### src/rtl/oqe_pkg.sv
// package for the ordered queue engine: request, status and cell command codes
// no dependencies; imported by the interfaces, the cells, the top level and the checker
package oqe_pkg;

  localparam int unsigned OQE_DEPTH       = 16;
  localparam int unsigned OQE_VALUE_WIDTH = 16;

  // request codes; codes above peek behave as peek
  typedef enum logic [2:0] {
    REQ_APPEND   = 3'd0,
    REQ_INSERT   = 3'd1,
    REQ_POP      = 3'd2,
    REQ_CONTAINS = 3'd3,
    REQ_CLEAR    = 3'd4,
    REQ_PEEK     = 3'd5
  } req_e;

  typedef enum logic [1:0] {
    ST_OK    = 2'd0,
    ST_EMPTY = 2'd1,
    ST_FULL  = 2'd2
  } status_e;

  // what the cell row does this cycle
  typedef enum logic [1:0] {
    CMD_HOLD   = 2'd0,
    CMD_APPEND = 2'd1,
    CMD_INSERT = 2'd2,
    CMD_POP    = 2'd3
  } cmd_e;

  // broadcast control to every cell
  typedef struct packed {
    cmd_e cmd;
    logic descending;
  } cell_ctl_t;

endpackage

### src/rtl/oqe_if.sv
// handshake channels of the ordered queue engine: request, response, configuration
// depends on oqe_pkg
interface oqe_req_if
  import oqe_pkg::*;
#(
  parameter int unsigned VALUE_WIDTH = OQE_VALUE_WIDTH
);
  logic                   valid;
  logic                   ready;
  logic [2:0]             req_type;
  logic [VALUE_WIDTH-1:0] value;

  modport source (output valid, req_type, value, input ready);
  modport sink   (input valid, req_type, value, output ready);
endinterface

interface oqe_rsp_if
  import oqe_pkg::*;
#(
  parameter int unsigned DEPTH       = OQE_DEPTH,
  parameter int unsigned VALUE_WIDTH = OQE_VALUE_WIDTH
);
  localparam int unsigned CNT_WIDTH = $clog2(DEPTH + 1);

  logic                   valid;
  logic                   ready;
  logic [1:0]             status;
  logic [VALUE_WIDTH-1:0] popped_value;
  logic                   found;
  logic [VALUE_WIDTH-1:0] head_value;
  logic                   is_empty;
  logic [CNT_WIDTH-1:0]   entry_total;

  modport source (output valid, status, popped_value, found, head_value, is_empty,
                  entry_total, input ready);
  modport sink   (input valid, status, popped_value, found, head_value, is_empty,
                  entry_total, output ready);
endinterface

interface oqe_cfg_if;
  logic valid;
  logic ready;
  logic order_descending;

  modport source (output valid, order_descending, input ready);
  modport sink   (input valid, order_descending, output ready);
endinterface

### src/rtl/ordered_queue_engine_core.sv
// top level of the ordered queue engine: fill counter, request decode, response register
// depends on oqe_pkg, oqe_if (channels) and oqe_cell (the row of slots)
//
// usage
// - req carries one request transaction (req_type, value); rsp returns exactly one
//   response transaction per request, in order; cfg writes order_descending
//   (0 ascending, 1 descending) for ordered insert, and is always ready
// - slot 0 of the cell row is the head; every cell compares its entry with the
//   request value in parallel and a first-hit flag ripples down the row, so each
//   cell knows whether to keep, load the new value or take its neighbor's entry
// - latency: the response is valid the cycle after the request is accepted
// - throughput: one request per cycle while the response is not stalled; the cycle
//   time is set by the first-hit ripple through DEPTH cells
// - a stalled response holds the request channel: req.ready is high only when the
//   response register is empty or being taken in the same cycle
// - head_value, is_empty and entry_total are read from the live queue, which does
//   not move while a response waits
// - reset empties the queue and clears order_descending; slot contents are not
//   reset, entries past the fill count are never shown
module ordered_queue_engine_core
  import oqe_pkg::*;
#(
  parameter int unsigned DEPTH       = OQE_DEPTH,
  parameter int unsigned VALUE_WIDTH = OQE_VALUE_WIDTH
) (
  input  logic      clk_i,
  input  logic      rst_ni,
  oqe_req_if.sink   req,
  oqe_rsp_if.source rsp,
  oqe_cfg_if.sink   cfg
);

  localparam int unsigned          CNT_WIDTH = $clog2(DEPTH + 1);
  localparam logic [CNT_WIDTH-1:0] DEPTH_C   = CNT_WIDTH'(DEPTH);
  localparam logic [CNT_WIDTH-1:0] ONE_C     = CNT_WIDTH'(1);

  // queue state
  logic [CNT_WIDTH-1:0] count_q, count_d;
  logic                 order_q;

  // response register
  logic                   rsp_valid_q;
  status_e                status_q, status_d;
  logic [VALUE_WIDTH-1:0] popped_q, popped_d;
  logic                   found_q, found_d;

  // cell row links
  logic [VALUE_WIDTH-1:0] slot   [DEPTH];
  logic [DEPTH-1:0]       match;
  logic [DEPTH-1:0]       seen;
  cell_ctl_t              ctl;

  logic accept, full, empty;

  assign accept = req.valid && req.ready;
  assign full   = count_q == DEPTH_C;
  assign empty  = count_q == '0;

  // request decode: drives the row command, the next count and the response fields
  always_comb begin
    ctl.cmd        = CMD_HOLD;
    ctl.descending = order_q;
    count_d        = count_q;
    status_d       = ST_OK;
    popped_d       = '0;
    found_d        = 1'b0;
    if (accept) begin
      unique case (req.req_type)
        REQ_APPEND, REQ_INSERT: begin
          if (full) begin
            status_d = ST_FULL;
          end else begin
            ctl.cmd = (req.req_type == REQ_APPEND) ? CMD_APPEND : CMD_INSERT;
            count_d = count_q + ONE_C;
          end
        end
        REQ_POP: begin
          if (empty) begin
            status_d = ST_EMPTY;
          end else begin
            ctl.cmd  = CMD_POP;
            count_d  = count_q - ONE_C;
            popped_d = slot[0];
          end
        end
        REQ_CONTAINS: found_d = |match;
        REQ_CLEAR:    count_d = '0;
        default:      count_d = count_q;  // peek and unused codes only report
      endcase
    end
  end

  // the row of slots, head at index 0
  for (genvar g = 0; g < DEPTH; g++) begin : g_cell
    logic [VALUE_WIDTH-1:0] left_v, right_v;
    logic                   prev_match, seen_in;

    if (g == 0) begin : g_head
      assign left_v     = '0;
      assign prev_match = 1'b0;
      assign seen_in    = 1'b0;
    end else begin : g_body
      assign left_v     = slot[g-1];
      assign prev_match = match[g-1];
      assign seen_in    = seen[g-1];
    end

    if (g == DEPTH - 1) begin : g_last
      assign right_v = slot[g];
    end else begin : g_inner
      assign right_v = slot[g+1];
    end

    oqe_cell #(
      .VALUE_WIDTH(VALUE_WIDTH),
      .CNT_WIDTH  (CNT_WIDTH),
      .IDX        (g)
    ) u_cell (
      .clk_i       (clk_i),
      .ctl_i       (ctl),
      .count_i     (count_q),
      .value_i     (req.value),
      .left_i      (left_v),
      .right_i     (right_v),
      .prev_match_i(prev_match),
      .seen_i      (seen_in),
      .slot_o      (slot[g]),
      .match_o     (match[g]),
      .seen_o      (seen[g])
    );
  end

  // control state
  always_ff @(posedge clk_i or negedge rst_ni) begin
    if (!rst_ni) begin
      count_q     <= '0;
      order_q     <= 1'b0;
      rsp_valid_q <= 1'b0;
    end else begin
      count_q <= count_d;
      if (cfg.valid) begin
        order_q <= cfg.order_descending;
      end
      if (accept) begin
        rsp_valid_q <= 1'b1;
      end else if (rsp.ready) begin
        rsp_valid_q <= 1'b0;
      end
    end
  end

  // response payload
  always_ff @(posedge clk_i) begin
    if (accept) begin
      status_q <= status_d;
      popped_q <= popped_d;
      found_q  <= found_d;
    end
  end

  assign req.ready = !rsp_valid_q || rsp.ready;
  assign cfg.ready = 1'b1;

  assign rsp.valid        = rsp_valid_q;
  assign rsp.status       = status_q;
  assign rsp.popped_value = popped_q;
  assign rsp.found        = found_q;
  assign rsp.head_value   = empty ? '0 : slot[0];
  assign rsp.is_empty     = empty;
  assign rsp.entry_total  = count_q;

endmodule

### src/rtl/oqe_cell.sv
// one slot of the queue: compare against the request value and shift with its neighbors
// depends on oqe_pkg
module oqe_cell
  import oqe_pkg::*;
#(
  parameter int unsigned VALUE_WIDTH = OQE_VALUE_WIDTH,
  parameter int unsigned CNT_WIDTH   = 5,
  parameter int unsigned IDX         = 0
) (
  input  logic                   clk_i,
  input  cell_ctl_t              ctl_i,
  input  logic [CNT_WIDTH-1:0]   count_i,
  input  logic [VALUE_WIDTH-1:0] value_i,
  input  logic [VALUE_WIDTH-1:0] left_i,
  input  logic [VALUE_WIDTH-1:0] right_i,
  input  logic                   prev_match_i,
  input  logic                   seen_i,
  output logic [VALUE_WIDTH-1:0] slot_o,
  output logic                   match_o,
  output logic                   seen_o
);

  localparam logic [CNT_WIDTH-1:0] IDX_C = CNT_WIDTH'(IDX);

  logic [VALUE_WIDTH-1:0] slot_q, slot_d;
  logic                   occupied, at_tail, beyond, place;

  assign occupied = IDX_C < count_i;
  assign at_tail  = IDX_C == count_i;
  assign beyond   = ctl_i.descending ? (slot_q < value_i) : (slot_q > value_i);
  assign match_o  = occupied && (slot_q == value_i);

  // this cell is a candidate position for the new value
  always_comb begin
    case (ctl_i.cmd)
      CMD_APPEND: place = at_tail;
      CMD_INSERT: place = (occupied && beyond) || prev_match_i || at_tail;
      default:    place = 1'b0;
    endcase
  end

  assign seen_o = seen_i | place;

  always_comb begin
    slot_d = slot_q;
    case (ctl_i.cmd)
      CMD_APPEND, CMD_INSERT: begin
        if (seen_i) begin
          slot_d = left_i;
        end else if (place) begin
          slot_d = value_i;
        end
      end
      CMD_POP: slot_d = right_i;
      default: slot_d = slot_q;
    endcase
  end

  always_ff @(posedge clk_i) begin
    slot_q <= slot_d;
  end

  assign slot_o = slot_q;

endmodule

### src/flat_wrapper.sv
// flat-port wrapper written by rule: the top's interface ports become plain ports
module ordered_queue_engine_core_flat import oqe_pkg::*;
#(
  parameter int unsigned DEPTH       = OQE_DEPTH,
  parameter int unsigned VALUE_WIDTH = OQE_VALUE_WIDTH
)
  (clk_i, rst_ni, req_valid, req_req_type, req_value, req_ready, rsp_valid, rsp_status, rsp_popped_value, rsp_found, rsp_head_value, rsp_is_empty, rsp_entry_total, rsp_ready, cfg_valid, cfg_order_descending, cfg_ready);
  oqe_req_if #(.VALUE_WIDTH(VALUE_WIDTH)) req_i ();
  oqe_rsp_if #(.DEPTH(DEPTH), .VALUE_WIDTH(VALUE_WIDTH)) rsp_i ();
  oqe_cfg_if cfg_i ();
  input  logic clk_i;
  input  logic rst_ni;
  input wire logic [$bits(req_i.valid)-1:0] req_valid;
  input wire logic [$bits(req_i.req_type)-1:0] req_req_type;
  input wire logic [$bits(req_i.value)-1:0] req_value;
  output wire logic [$bits(req_i.ready)-1:0] req_ready;
  output wire logic [$bits(rsp_i.valid)-1:0] rsp_valid;
  output wire logic [$bits(rsp_i.status)-1:0] rsp_status;
  output wire logic [$bits(rsp_i.popped_value)-1:0] rsp_popped_value;
  output wire logic [$bits(rsp_i.found)-1:0] rsp_found;
  output wire logic [$bits(rsp_i.head_value)-1:0] rsp_head_value;
  output wire logic [$bits(rsp_i.is_empty)-1:0] rsp_is_empty;
  output wire logic [$bits(rsp_i.entry_total)-1:0] rsp_entry_total;
  input wire logic [$bits(rsp_i.ready)-1:0] rsp_ready;
  input wire logic [$bits(cfg_i.valid)-1:0] cfg_valid;
  input wire logic [$bits(cfg_i.order_descending)-1:0] cfg_order_descending;
  output wire logic [$bits(cfg_i.ready)-1:0] cfg_ready;
  assign req_i.valid = req_valid;
  assign req_i.req_type = req_req_type;
  assign req_i.value = req_value;
  assign req_ready = req_i.ready;
  assign rsp_valid = rsp_i.valid;
  assign rsp_status = rsp_i.status;
  assign rsp_popped_value = rsp_i.popped_value;
  assign rsp_found = rsp_i.found;
  assign rsp_head_value = rsp_i.head_value;
  assign rsp_is_empty = rsp_i.is_empty;
  assign rsp_entry_total = rsp_i.entry_total;
  assign rsp_i.ready = rsp_ready;
  assign cfg_i.valid = cfg_valid;
  assign cfg_i.order_descending = cfg_order_descending;
  assign cfg_ready = cfg_i.ready;
  ordered_queue_engine_core #(.DEPTH(DEPTH), .VALUE_WIDTH(VALUE_WIDTH)) u_core (.clk_i(clk_i), .rst_ni(rst_ni), .req(req_i), .rsp(rsp_i), .cfg(cfg_i));
endmodule
### config.mk
export PLATFORM = sky130hd
export DESIGN_NAME = ordered_queue_engine_core_flat
export DESIGN_NICKNAME = d
export VERILOG_FILES = /design/src/rtl/oqe_pkg.sv /design/src/rtl/oqe_if.sv /design/src/rtl/ordered_queue_engine_core.sv /design/src/rtl/oqe_cell.sv /design/src/flat_wrapper.sv
export SDC_FILE = /design/constraint.sdc
export NUM_CORES = 1
export LEC_CHECK = 0
export BUFFER_PORTS_ARGS = -buffer_cell sky130_fd_sc_hd__buf_2
export CAP_MARGIN = 10
export CORE_MARGIN = 2
export CORE_UTILIZATION = 40
export DETAILED_ROUTE_END_ITERATION = 10
export MAX_ROUTING_LAYER = met4
export PLACE_DENSITY = 0.68
export SKIP_LAST_GASP = 1
export SYNTH_ARGS = -nofsm -noshare
export SYNTH_HDL_FRONTEND = slang
export SYNTH_SLANG_ARGS = --single-unit
### constraint.sdc
create_clock -name clk_i -period 5.57 [get_ports clk_i]
set_clock_uncertainty 0.05 [all_clocks]
set_input_delay 1.3925 -clock clk_i [delete_from_list [all_inputs] [get_ports clk_i]]
set_output_delay 1.3925 -clock clk_i [all_outputs]
set_load 0.01 [all_outputs]
Word-level counts from Yosys, hierarchy flattened
Cells that the tools add are included.

Muxes and demuxes: 92. Reduce and logical (&&, ||, !) cells: 92. Add/subtract/negate cells: 2. Equality and inequality tests: 56. Bitwise operators: 14. $lt $le $gt $ge: 48.

Operators by type and width (number): $mux 16 (32); $pmux 16 s2 (15); $eq 16x16->1 (16); $gt 16x16->1 (16); $lt 16x16->1 (16); $ne 3x3->1 const B (14); $eq 4x5->1 const A (8); $lt 4x5->1 const A (8); $logic_and 1x1->1 (33); $logic_or 1x1->1 (32); $pmux 1 s2 (16); $reduce_and 2->1 (16); $eq 3x5->1 const A (4); $lt 3x5->1 const A (4); $mux 1 (19); $reduce_or 16->1 (1); $pmux 5 s3 (1); $or 1x1->1 (14); $eq 2x5->1 const A (2); $lt 1x5->1 const A (2); $lt 2x5->1 const A (2); $mux 2 (5); $mux 5 (2); $pmux 2 s2 (2); other kinds (17) (24).

Output and inout bits: 44. Word-level logic and storage cells: 326. Bits of input ports: 25. Register bits: 282.

Depth between registers and ports, before layout
Word-level depth: 23. Gate-level depth with buffers: 23. Depth with buffers taken out: 17.

Cells and area by module
A second synthesis with hierarchy kept.

Cell total of the unflattened synthesis: 2487. Area total of the unflattened synthesis: 22989.5 um^2.

Modules (own cells, without submodules): oqe_cell (u_core.g_cell[15].u_cell) (instances 1, area each 1420.1 um^2, seq. area each 480.5 um^2, cells each 147); oqe_cell (u_core.g_cell[8].u_cell) (instances 1, area each 1367.6 um^2, seq. area each 480.5 um^2, cells each 149); oqe_cell (u_core.g_cell[9].u_cell) (instances 1, area each 1363.8 um^2, seq. area each 480.5 um^2, cells each 151); ordered_queue_engine_core (instances 1, area each 1362.6 um^2, seq. area each 745.7 um^2, cells each 120); oqe_cell (u_core.g_cell[4].u_cell) (instances 1, area each 1351.3 um^2, seq. area each 480.5 um^2, cells each 149); oqe_cell (u_core.g_cell[7].u_cell) (instances 1, area each 1351.3 um^2, seq. area each 480.5 um^2, cells each 148); oqe_cell (u_core.g_cell[10].u_cell) (instances 1, area each 1350.0 um^2, seq. area each 480.5 um^2, cells each 149); oqe_cell (u_core.g_cell[2].u_cell) (instances 1, area each 1347.5 um^2, seq. area each 480.5 um^2, cells each 149); oqe_cell (u_core.g_cell[12].u_cell) (instances 1, area each 1346.3 um^2, seq. area each 480.5 um^2, cells each 149); oqe_cell (u_core.g_cell[14].u_cell) (instances 1, area each 1346.3 um^2, seq. area each 480.5 um^2, cells each 148); oqe_cell (u_core.g_cell[11].u_cell) (instances 1, area each 1345.0 um^2, seq. area each 480.5 um^2, cells each 147); oqe_cell (u_core.g_cell[6].u_cell) (instances 1, area each 1345.0 um^2, seq. area each 480.5 um^2, cells each 149); oqe_cell (u_core.g_cell[5].u_cell) (instances 1, area each 1343.8 um^2, seq. area each 480.5 um^2, cells each 149); oqe_cell (u_core.g_cell[13].u_cell) (instances 1, area each 1342.5 um^2, seq. area each 480.5 um^2, cells each 149); +3 rows.

Worst setup path after synthesis
Ideal clock, no wire load.

Kind: input port to flip-flop. From: input rsp_ready. To: register u_core.g_cell[14].u_cell.slot_q[0], enable pin. Data arrival time: 5.418 ns. Stages on the path: 15. Slack: -0.312 ns. Path buffers: 3. Required time: 5.106 ns. Setup time: 0.414 ns. Cells stage by stage: nand2b_1 > nand2_1 > inv_1 > nand3b_1 > ha_1 > clkbuf_1 > o21ai_0 > or3_1 > mux2_2 > and4_1 > and4_1 > buf_2 > buf_2 > and3_1 > a21boi_0.

Word-level cells in the longest chain between the ends: 20. Elaborated cells between the ends (all ways): 38. Those cells by class: 4 x eq/ne; 16 x mux; 13 x bitwise; 5 x reduce/logical.

RTL lines: from (decl) (line flat_wrapper.sv:24) `input wire logic [$bits(rsp_i.ready)-1:0] rsp_ready;`; $logic_or 1x1->1 (*) (line ordered_queue_engine_core.sv:161) `assign req.ready = !rsp_valid_q || rsp.ready;`; $logic_and 1x1->1 (*) (line ordered_queue_engine_core.sv:55) `assign accept = req.valid && req.ready;`; named net u_core.accept (line ordered_queue_engine_core.sv:53) `logic accept, full, empty;`; $mux 2 (*) (line ordered_queue_engine_core.sv:67) `if (accept) begin`; $eq 2x2->1 / $eq 2x1->1 (equally long branches) (line oqe_cell.sv:35, oqe_cell.sv:46); $pmux 1 s2 (line oqe_cell.sv:35) `case (ctl_i.cmd)`; $or 1x1->1 (13 in a row) (line oqe_cell.sv:42) `assign seen_o = seen_i | place;`; $ne 3x3->1 (no line); $reduce_and 2->1 (no line) (*); to (signal assigned) (line oqe_cell.sv:60) `slot_q <= slot_d;`; to (decl) (line oqe_cell.sv:25) `logic [VALUE_WIDTH-1:0] slot_q, slot_d;`.

The timed path passes the listed nets; every way through them passes the cells marked *. A chain may end at the register's enable or synchronous reset.

Final worst setup path
From: input req_value[10]. To: register u_core.g_cell[15].u_cell.slot_q[8], enable pin.

Word-level cells in the longest chain between the ends: 22. Elaborated cells between the ends (all ways): 157. Those cells by class: 32 x order compare; 15 x eq/ne; 32 x mux; 14 x bitwise; 64 x reduce/logical.

RTL lines: from (decl) (line flat_wrapper.sv:15) `input wire logic [$bits(req_i.value)-1:0] req_value;`; $gt 16x16->1 / $lt 16x16->1 (equally long branches) (line oqe_cell.sv:30) `assign beyond = ctl_i.descending ? (slot_q < value_i) : (slot_q > value_i);`; $mux 1 (line oqe_cell.sv:30); $logic_and 1x1->1 (line oqe_cell.sv:37) `CMD_INSERT: place = (occupied && beyond) || prev_match_i || at_tail;`; $logic_or 1x1->1 (2 in a row) (line oqe_cell.sv:37); $pmux 1 s2 (line oqe_cell.sv:35); $or 1x1->1 (14 in a row) (line oqe_cell.sv:42); $reduce_bool 2->1 (no line) (*); $reduce_and 2->1 (no line) (*); to (signal assigned) (line oqe_cell.sv:60); to (decl) (line oqe_cell.sv:25).

Mark *: on every way between the ends. The rest lies on a longest branch, timed or not.

==> results.md <==
- **worst-path maximum fanout** 16
- **Synth area leader** edfxtp_1
- **Final GP Congestion** 1.03
- **DRC violation count after routing** 0
- **share of the clock period used by the worst path** 0.950
- **share of the yosys chip area belonging to registers** 0.386
- **synthesized cell area** 21800 µm²
- **CP cell instances** buf_2 -> inv_1 -> buf_4 -> ha_1 -> nand4_1 -> nor2_1 -> o221ai_1 -> a31oi_1 -> mux2_2 -> o32a_1 -> and3b_1 -> and3_1 -> a21oi_2
- **total of flip-flops plus latches after synthesis** 282
- **total congestion overflow after global routing** 0
- **hold path depth** 2
- **clock latency reported for the late side of the worst-skew pair** 0.57 ns
- **net total in the final layout** 2816
- **slowest stage delay, CP** 0.93 ns
- **root cell of the clock tree** clkbuf_16
- **Crit path required time** 5.70 ns
- **Design Area, Final** 25300 µm²
- **antenna violations before repair** 1
- **# fillers** 5031
- **unrepaired setup endpoints after global routing** no
- **cell area reported after detailed placement** 24200 µm²
- **# resized after CTS** 0
- **type of element capturing the critical path** flop
- **EDFF count, synth** 275
- **row count** 85
- **post-synthesis async set-or-reset flop share** 0.0248
- **WL per Instance** 25.4 µm
- **area of the core** 53900 µm²
- **family with the most delay on the worst path** compound AO/OA/AOI/OAI gates
- **critical path launch point type** primary input
- **layout cells sized above 1** 0.141
- **gate count after technology mapping** 2370
- **number of clock sinks** 282
- **wire length of the first global-routing pass** 123000 µm
- **ys flop type** edfxtp_1
- **Initial DRT Pass Iterations** 5
- **Slew Limit Headroom** 0.205
- **Arr. time, crit path** 5.42 ns
- **post-synth net total** 2659
- **combined buffer and inverter count along the critical path** 3
- **GR Util All Layers** 0.295
- **overall via count from detail_route** 20900
- **Horiz. Die Dim** 238 µm
- **Worst Tran Pin Value** 1.19 ns
- **via count of the first global-routing pass** 19900
- **height of the die** 238 µm
- **number of levels the H-tree was split into** 2
- **PD cells** 312 nW/µm²
- **number of synthesis warnings** 0
- **maximum VDD drop** 0.252 mV
- **DIE AREA** 56400 µm²
- **startpoint of the worst setup timing path** req_value[10]
- **total setup violations reported at the end of the flow** 0
- **drt via density** 6.43
- **final number of hold-violating endpoints** 0
- **Hold Slack** 0.519 ns
- **static leakage power** 10.1 nW
- **max-cap violations** 0
- **FF-to-FF End** u_core.g_cell[12].u_cell.slot_o[0]
- **clock transition at the registers of the reported paths** 0.06 ns
- **number of setup buffers added after CTS** 0
- **Crit. path cell count** 13
- **Top-Level Pins** 69
- **share of the synthesized area in the top cell type** 0.378
- **setup slack, reg-to-reg** 0.85 ns
- **Post-CTS Hold Fix Bufs** 0
- **WS Path Type** primary input to flop
- **Finished Layout Cells** 3252
- **cell with the most instances after synthesis** nand2_1
- **area growth from synthesis to layout** 16.1%
- **hold crit path type** flop to flop
- **effective utilization at floorplan** 0.405
- **HPWL after detailed placement** 62800 µm
- **CP max stage cell** a21oi_2
- **Max Slew Vio Count** 0
- **syn_area_per_cell** 9.21 µm²
- **number of buffers created by CTS** 36
- **Worst R2R Start** u_core.rsp.entry_total[4]
- **largest net degree at the start of global routing** 75
- **worst setup path endpoint** u_core.g_cell[15].u_cell.slot_o[8]
- **total placed cells including tap cells** 3185
- **Post-synth top cells** 306 x nand2_1, 275 x edfxtp_1, 264 x ha_1, 198 x o21ai_0, 178 x a21oi_1
- **top cells by area in the synthesized netlist** edfxtp_1 38%, ha_1 15%, nand2_1 5.3%
- **sum of routed wire length over all layers** 82600 µm
- **library cells used by synthesis** 76
- **DRT antenna net count** 0
- **depth of the most critical reg-to-reg path** 19
- **number of buffer cells added on primary ports** 67
- **achievable clock frequency** 189 MHz
- **initial detailed-routing violation count** 2777
- **status** finished clean
- **minimum period implied by the final worst setup slack** 5.29 ns
- **number of buffers on the longest clock path** 3
- **TritonCTS clock tree** yes
[where the power goes]
| group | switching [W] | internal, W |
|---|---|---|
| sequential | 0.000158 | 0.00260 |
| combinational | 0.00181 | 0.000931 |
| clock | 0.00100 | 0.00140 |
[cells by family (layout without fill, tap and decap cells)]
| logic type | Yosys count | count (layout) | share of synthesized area |
|---|---|---|---|
| AOI/OAI and AO/OA | 673 | 673 | 0.197 |
| xor gates and xnor gates | 2 | 2 | 0.000803 |
| adders and majority gates | 264 | 264 | 0.151 |
| buffers and inverters | 226 | 411 | 0.0422 |
| DFF | 282 | 282 | 0.386 |
| muxes | 90 | 90 | 0.0439 |
| other | 1 | 2 | 0.000172 |
| and+or+nand+nor | 832 | 832 | 0.178 |
[flip-flops by register name, indices dropped and copies added, names as in the netlist]
signal                       flops
u_core.g_cell.u_cell.slot_o    256
u_core.rsp.popped_value         16
u_core.rsp.entry_total           5
u_core.rsp.status                2
u_core.order_q                   1
u_core.rsp.found                 1
u_core.rsp.valid                 1
[worst min-delay path by stage]
stage                                      start                                 to  slack, ns
2_1_floorplan  u_core.g_cell[4].u_cell.slot_o[0]  u_core.g_cell[3].u_cell.slot_o[0]       0.48
3_3_place_gp                    u_core.rsp.valid                   u_core.rsp.valid       0.46
3_5_place_dp                    u_core.rsp.valid                   u_core.rsp.valid       0.51
4_1_cts                         u_core.rsp.valid                   u_core.rsp.valid       0.52
5_1_grt                         u_core.rsp.valid                   u_core.rsp.valid       0.55
6_report                        u_core.rsp.valid                   u_core.rsp.valid       0.52
[cell usage in the layout (no fill, tap or decap), types with 37 or more instances in the layout]
cell       Yosys  routed
a211oi_1      45      45
a21oi_1      178     176
buf_2         22      67
buf_4          6     174
clkbuf_16      0      37
edfxtp_1     275     275
ha_1         264     262
inv_1         85      85
mux2i_1       71      71
nand2_1      306     306
nand3_1      108     108
nand4_1       55      55
nor2_1       175     173
nor3_1        52      51
o211ai_1      76      76
o21ai_0      198     196
[layout make-up]
class	count	area, µm²	area share
well taps	696	871	0.0344
flip-flops and latches	282	8430	0.333
clock buffers	42	945	0.0373
inverters	87	327	0.0129
clock inverters	24	226	0.00894
repair buffers	258	1980	0.0782
diodes	1	2.50	0.0000988
multi-input cells	1862	12600	0.495
[per-stage QoR]
| step | util | worst slack (ns) | total power [W] | TNS [ns] |
|---|---|---|---|---|
| 5_1_grt | 0.470 | 0.0947 | 0.00822 | 0 |
| 2_1_floorplan | - | 0.112 | 0.00437 | 0 |
| 3_3_place_gp | 0.448 | -0.159 | 0.00536 | -3.41 |
| 4_1_cts | 0.470 | 0.400 | 0.00784 | 0 |
| 6_report | 0.470 | 0.280 | 0.00791 | 0 |
| 3_5_place_dp | 0.448 | -0.185 | 0.00544 | -4.66 |
[metal layers]
metal,vias to the layer above,wire length [µm],part of all wire,GRT usage
met5,-,0,0,-
met4,0,3700,0.045,0.121
met3,225,7220,0.087,0.0430
met2,1200,37000,0.45,0.453
met1,10200,34600,0.42,0.392
li1,9317,-,-,-
[worst reg2reg max path: cells and delay by family, from the launching register on]
family                   cells  cell delay, ns
flip-flops                   1            0.39
AND/OR/NAND/NOR              6            1.15
AO/OA/AOI/OAI                7            1.20
adder cells (fa/ha/maj)      1            0.23
buffers and inverters        5            1.38
(Power assumes the default switching activity.)
